--- src/rtl/karmarkar_karp_heap_partition_defines.svh ---
// Assertion macros shared by the heap partition RTL.
// No dependencies; included by the top level only.
`ifndef KARMARKAR_KARP_HEAP_PARTITION_DEFINES_SVH
`define KARMARKAR_KARP_HEAP_PARTITION_DEFINES_SVH

// Same-cycle implication, checked outside reset.
`define KKHP_ASSERT_SAME(label, clk, rstn, ante, cons, msg) \
    label: assert property (@(posedge clk) disable iff (!rstn) (ante) |-> (cons)) \
        else $error(msg);

// Next-cycle implication, checked outside reset.
`define KKHP_ASSERT_NEXT(label, clk, rstn, ante, cons, msg) \
    label: assert property (@(posedge clk) disable iff (!rstn) (ante) |=> (cons)) \
        else $error(msg);

`endif

--- src/rtl/kkhp_pkg.sv ---
// Shared types and constants of the heap partition block.
// No dependencies; imported by the controller, the datapath and the top level.
`timescale 1ns / 1ps

package kkhp_pkg;

    localparam int CAPACITY_DEF   = 128;
    localparam int VALUE_BITS_DEF = 40;
    localparam int VALUE_W        = 40;
    localparam int RESIDUE_W      = 40;

    typedef struct packed {
        logic [VALUE_W-1:0] value;
        logic               last;
    } in_beat_t;

    typedef struct packed {
        logic [RESIDUE_W-1:0] residue;
        logic                 overflowed;
    } out_beat_t;

    typedef enum logic [3:0] {
        ST_IDLE,
        ST_UP_RD,
        ST_UP_CMP,
        ST_LOOP,
        ST_POP_RD,
        ST_POP_LD,
        ST_DN_RD,
        ST_DN_CMP,
        ST_EMIT
    } state_t;

    typedef enum logic [3:0] {
        OP_NONE,
        OP_ACCEPT,
        OP_UP_RD,
        OP_WR_HOLE,
        OP_UP_MOVE,
        OP_POP_RD,
        OP_POP_LD,
        OP_DN_RD,
        OP_DN_MOVE,
        OP_FIN_RD,
        OP_EMIT
    } op_t;

    typedef struct packed {
        op_t  op;
        logic pop_done;
    } cmd_t;

    typedef struct packed {
        logic full;
        logic in_last;
        logic n_is_root;
        logic parent_lt;
        logic leaf;
        logic big_is_n;
        logic cnt_gt1;
        logic pop_idx;
        logic last_flag;
        logic dropped;
        logic out_free;
    } status_t;

endpackage

--- src/rtl/kkhp_ctrl.sv ---
// Sequencer for heap insert, extract and differencing.
// Depends on kkhp_pkg; drives the datapath through cmd_t.
`timescale 1ns / 1ps

module kkhp_ctrl import kkhp_pkg::*; (
    input  logic    aclk,
    input  logic    aresetn,
    input  logic    s_valid,
    output logic    s_ready,
    input  status_t status,
    output cmd_t    cmd
);

    state_t state_reg, state_next;

    always_ff @(posedge aclk) begin
        if (!aresetn) begin
            state_reg <= ST_IDLE;
        end else begin
            state_reg <= state_next;
        end
    end

    // next state
    always_comb begin
        state_next = state_reg;
        unique case (state_reg)
            ST_IDLE: begin
                if (s_valid) begin
                    if (!status.full) begin
                        state_next = ST_UP_RD;
                    end else if (status.in_last) begin
                        state_next = ST_LOOP;
                    end
                end
            end
            ST_UP_RD: begin
                if (!status.n_is_root) begin
                    state_next = ST_UP_CMP;
                end else begin
                    state_next = status.last_flag ? ST_LOOP : ST_IDLE;
                end
            end
            ST_UP_CMP: begin
                if (status.parent_lt) begin
                    state_next = ST_UP_RD;
                end else begin
                    state_next = status.last_flag ? ST_LOOP : ST_IDLE;
                end
            end
            ST_LOOP: begin
                state_next = status.cnt_gt1 ? ST_POP_LD : ST_EMIT;
            end
            ST_POP_RD: state_next = ST_POP_LD;
            ST_POP_LD: state_next = ST_DN_RD;
            ST_DN_RD: begin
                if (!status.leaf) begin
                    state_next = ST_DN_CMP;
                end else begin
                    state_next = status.pop_idx ? ST_UP_RD : ST_POP_RD;
                end
            end
            ST_DN_CMP: begin
                if (!status.big_is_n) begin
                    state_next = ST_DN_RD;
                end else begin
                    state_next = status.pop_idx ? ST_UP_RD : ST_POP_RD;
                end
            end
            ST_EMIT: begin
                if (status.out_free) begin
                    state_next = ST_IDLE;
                end
            end
        endcase
    end

    // outputs
    always_comb begin
        s_ready      = 1'b0;
        cmd.op       = OP_NONE;
        cmd.pop_done = 1'b0;
        unique case (state_reg)
            ST_IDLE: begin
                s_ready = 1'b1;
                if (s_valid) begin
                    cmd.op = OP_ACCEPT;
                end
            end
            ST_UP_RD: cmd.op = status.n_is_root ? OP_WR_HOLE : OP_UP_RD;
            ST_UP_CMP: cmd.op = status.parent_lt ? OP_UP_MOVE : OP_WR_HOLE;
            ST_LOOP: cmd.op = status.cnt_gt1 ? OP_POP_RD : OP_FIN_RD;
            ST_POP_RD: cmd.op = OP_POP_RD;
            ST_POP_LD: cmd.op = OP_POP_LD;
            ST_DN_RD: begin
                if (status.leaf) begin
                    cmd.op       = OP_WR_HOLE;
                    cmd.pop_done = 1'b1;
                end else begin
                    cmd.op = OP_DN_RD;
                end
            end
            ST_DN_CMP: begin
                if (status.big_is_n) begin
                    cmd.op       = OP_WR_HOLE;
                    cmd.pop_done = 1'b1;
                end else begin
                    cmd.op = OP_DN_MOVE;
                end
            end
            ST_EMIT: begin
                if (status.out_free) begin
                    cmd.op = OP_EMIT;
                end
            end
        endcase
    end

endmodule

--- config.mk ---
export PLATFORM = sky130hd
export DESIGN_NAME = kkhp_ctrl
export DESIGN_NICKNAME = d
export VERILOG_FILES = /design/src/rtl/karmarkar_karp_heap_partition_defines.svh /design/src/rtl/kkhp_pkg.sv /design/src/rtl/kkhp_ctrl.sv
export SDC_FILE = /design/constraint.sdc
export NUM_CORES = 1
export LEC_CHECK = 0
export ABC_AREA = 1
export BUFFER_PORTS_ARGS = -buffer_cell sky130_fd_sc_hd__buf_2
export CAP_MARGIN = 20
export CORE_UTILIZATION = 25
export CTS_CLUSTER_DIAMETER = 80
export DETAILED_ROUTE_END_ITERATION = 10
export RECOVER_POWER = 100
export SYNTH_ARGS = -nofsm -noshare
export SYNTH_HDL_FRONTEND = slang
export SYNTH_SLANG_ARGS = --single-unit
--- constraint.sdc ---
create_clock -name aclk -period 1.3 [get_ports aclk]
set_clock_uncertainty 0.2 [all_clocks]
set_input_delay 0.065 -clock aclk [delete_from_list [all_inputs] [get_ports aclk]]
set_output_delay 0.065 -clock aclk [all_outputs]
set_load 0.01 [all_outputs]
* Word-level counts from Yosys, hierarchy flattened
Index checks and enable logic that the tools add are counted.
** Cells by class
- Equal/unequal tests :: 11
- Muxes and demuxes :: 24
- Reductions and logical operators :: 2
** Operator list (number)
- $pmux W4 S9 :: 2
- $mux W4 :: 8
- $eq A4 B3 Y1 const B :: 4
- $mux W3 :: 5
- $eq A4 B2 Y1 const B :: 2
- $mux W2 :: 3
- $mux W1 :: 5
- $eq A4 B1 Y1 const B :: 1
- $eq A4 B4 Y1 const B :: 1
- $logic_not A4 Y1 :: 1
- $ne A2 B2 Y1 const B :: 2
- $ne A3 B3 Y1 const B :: 1
- $reduce_and A3 Y1 :: 1
- $pmux W1 S2 :: 1
** Word-level totals
- Bits in registers :: 4
- Word-level logic and storage cells :: 38

* Longest topological paths before layout
- Depth after elaboration :: 4
- Depth in mapped cells :: 9

* Least setup slack after synthesis
OpenSTA, ideal clock, no wires.
- Path kind :: register to register
- Start :: reg state_reg[0]
- End :: reg state_reg[1]
- Library setup time :: 0.114 ns
- Arrival time :: 0.995 ns
- Path slack :: -0.009 ns
- Cell stages (with the launch flop) :: 9
- Path buffers :: 0
- Period minus slack after synthesis :: 1.309 ns
- Cell sequence :: dfxtp_1 nor2_2 nand3_1 nor2_2 inv_1 nand2_1 nor2_2 nand2_1 nor2_1
** Between the ends
- Word-level cells in the longest chain between the ends :: 3
- Elaborated cells on any way between the ends :: 14
- Classes of those cells :: 11 x eq/ne; 1 x mux; 2 x reduce/logical
** Ends and longest elaborated chain
- start, declared :: line kkhp_ctrl.sv:14 : state_t state_reg, state_next;
- start signal, assigned :: line kkhp_ctrl.sv:20 : state_reg <= state_next;
- $eq A4 B4 Y1 / $logic_not A4 Y1 (equally long branches) :: line kkhp_ctrl.sv:27 : unique case (state_reg)
- $ne A2 B2 Y1 (no source line) / $ne A3 B3 Y1 (equally long branches)
- $reduce_and A3 Y1 (no source line)
Several ways; a longest one is shown, not always the timed one.
A chain may end at the register's enable or synchronous reset.

==> results.ini <==
[setup_path]
crit_family=simple AND/OR/NAND/NOR gates
crit_type=reg2out
r2r-start=state_reg[3]
cp.required_ns=1.03
crit_slowest_cell=dfxtp_4
worstPathMaxFanout=5
rr_endpoint=state_reg[1]
path_buf_inv=2
cp_cell_sequence=nor2_4 -> buf_6 -> nand3_2 -> nand2_2 -> nor3_4 -> nand2_1 -> buf_2
r2r_cells=9
setup.worst_path.start_class=register
r2r_setup_slack_ns=-0.14
worst_ep_arrival_time_ns=1.35
max_stage_delay_ns=0.38
worstSetupEndpointType=primary output

[sta]
slew_headroom_pct=85.1
setup_violations=10
post-route-worst-setup-slack_ns=-0.310
rsz0062_at_grt=yes
max_freq_mhz=621
period_share_pct=124
period_needed_ns=1.61
tightest_slew_ns=0.222
drv_slew=0
finalHoldViolCount=0
tns_ns=-1.82

[clock_tree]
root_buffer=clkbuf_4
cts_buffer_depth=2
clkSinkCount=4
clkLatencyLatePin_ns=0.23
htree_levels=1
clk_pin_slew_worst_paths_ns=0.04
cts_tree=yes
numCtsBuffers=3

[pwr]
intPower_w=0.000763
power_frac_seq_pct=17.1
power_frac_clock_pct=10.0
combPwrFrac_pct=73.0
powerDensity_nw_per_um2=1620
p_switching_w=0.000757
leakage_nw=0.483
ir_drop_mv=1.19
swShare_pct=49.8

[final_layout]
syn_to_final_growth_pct=94.6
final-seq-area_um2=95.1
diodes=0
post-route-cell-area_um2=940
multi_input_area_um2=478
drive_gt1_share_pct=64.6
fillers=186
final_nets=143
largest_register_ffs=4

[logic_synthesis]
syn-num-nets=104
yosysWarnings=0
synth-seq-cells=4
yosysSeqAreaShare_pct=16.6
synth.distinct_cells=17
avgSynthCellArea_um2=5.37
synth.cell_area_um2=483
syn_inst=90

[drt]
dr_total_vias=707
dr.pass1.iters=4
wl_per_cell_um=12.1
via_per_inst=4.65
drc=0
ant_nets=0
drtIter0Drc=14
totalWireLength_um=1830

[place]
placed_area_um2=627
place.gp.congestion=0.834
place_hpwl_um=1070
port_buffers=18

[global_routing]
grt_pass1_wl_um=2540
antenna_found_initial=0
grt_start_max_net_pins=7
grt_pass1_vias=627
grt_use_total_pct=16.6
grt_overflow=0

[floorplan]
std_cell_rows=15
die_w_um=46.0
fp.coreArea_um2=1760
initial_core_util_pct=27.4
io-pin-count=20
die_area_um2=2110
die_y_um=46.0

[hold_path]
hold_path.class=in2reg
worstHoldEndpoint=state_reg[1]
hp-start=status[10]
holdPathStages=5

[status]
status=finished with violations
violations=negative setup slack

[flow_run]
drv_cap=0

-- cells in the mapped netlist --
master / instances / area share [%]
nand3_1: 9 / 9.3
nand2_2: 2 / 2.6
nor3_1: 1 / 1.0
nor2_2: 4 / 5.2
nand3_2: 2 / 4.1
dfxtp_1: 4 / 17
nor2_4: 3 / 7.0
inv_1: 11 / 8.5
clkinv_1: 1 / 0.78
or2_1: 1 / 1.3
nand4_1: 1 / 1.3
a21oi_1: 3 / 3.1
o21ai_0: 3 / 3.1
nand2_1: 33 / 26
nor2_1: 8 / 6.2
inv_2: 3 / 2.3
a21oi_2: 1 / 1.8
-- area by class of cell --
| class | count | share of cell area, % |
|---|---|---|
| multi-input combinational | 71 | 50.9 |
| tap | 25 | 3.33 |
| clock buffer | 3 | 2.40 |
| sequential | 4 | 10.1 |
| inverter | 15 | 6.79 |
| timing repair buffer | 34 | 26.5 |
-- layer usage --
metal / track usage, % / up-vias / share of wire (%)
li1: - / 354 / -
met1: 20.7 / 327 / 42
met2: 27.9 / 24 / 53
met3: 3.57 / 2 / 3.9
met4: 5.29 / 0 / 0.82
met5: 0 / - / 0
-- worst min-delay path, cell delays in order --
cell and delay, ns:
buf_2 0.08, a21oi_1 0.04, nor2_2 0.09, nand2_1 0.05, nor2_1 0.07
-- power groups by stage --
stage               sequential, W  clock [W]  combinational, W
floorplan                0.000212          0          0.000538
global placement         0.000220          0          0.000742
detailed placement       0.000222          0          0.000741
CTS                      0.000249   0.000157          0.000959
global route             0.000267   0.000170           0.00120
finish                   0.000259   0.000152           0.00111
-- stage by stage --
step                util [%]  hold slack [ns]  instances  setup slack, ns  power [W]
global route            53.3           0.0498        152           -0.362    0.00164
detailed placement      35.5            0.143        136           -0.144   0.000963
floorplan                  -          0.00919         90         0.000989   0.000750
finish                  53.3         0.000604        152           -0.310    0.00152
CTS                     46.8         0.000162        150           -0.272    0.00136
global placement        35.5            0.144        136           -0.155   0.000962
-- cells by family (layout without fill, tap and decap cells) --
family	after synthesis	in the layout	synth area share, %
flip-flops	4	4	16.6
AO/OA/AOI/OAI	7	7	8.03
buffers and inverters	15	52	11.7
AND/OR/NAND/NOR	64	64	63.7
-- placed cells by master, fill, tap and decap left out --
master and instances:
a21oi_1 2, a21oi_2 2, buf_2 16, buf_4 8, buf_6 7, clkbuf_4 3, dfxtp_4 4, dlygate4sd3_1 3
inv_1 8, inv_2 4, inv_4 3, nand2_1 19, nand2_2 14, nand2_4 2, nand3_1 2, nand3_2 7
nand3_4 2, nand4_1 1, nor2_1 7, nor2_2 2, nor2_4 6, nor3_4 1, o21ai_0 1, o21ai_1 1
o21ai_2 1, or2_1 1
-- worst max path at each step --
| stage | start | endpoint | slack, ns | cells past startpoint |
|---|---|---|---|---|
| after detailed placement | state_reg[3] | cmd[4] | -0.14 | 5 |
| after global placement | state_reg[1] | state_reg[0] | -0.16 | 8 |
| after CTS | state_reg[1] | cmd[3] | -0.27 | 6 |
| after floorplan | state_reg[1] | state_reg[1] | 0.001 | 8 |
| after global routing | state_reg[3] | cmd[1] | -0.36 | 7 |
| final | state_reg[3] | cmd[1] | -0.31 | 7 |
-- what timing repair did --
item / in CTS / in global routing
resized for setup: 29 / 28
endpoints found under the setup margin: 10 / 10
pin swaps: 9 / 14
hold endpoints to repair: 4 / 0
setup buffers: 8 / 2
hold buffers: 3 / 0
No activity file was read; power rests on OpenSTA's default activity.
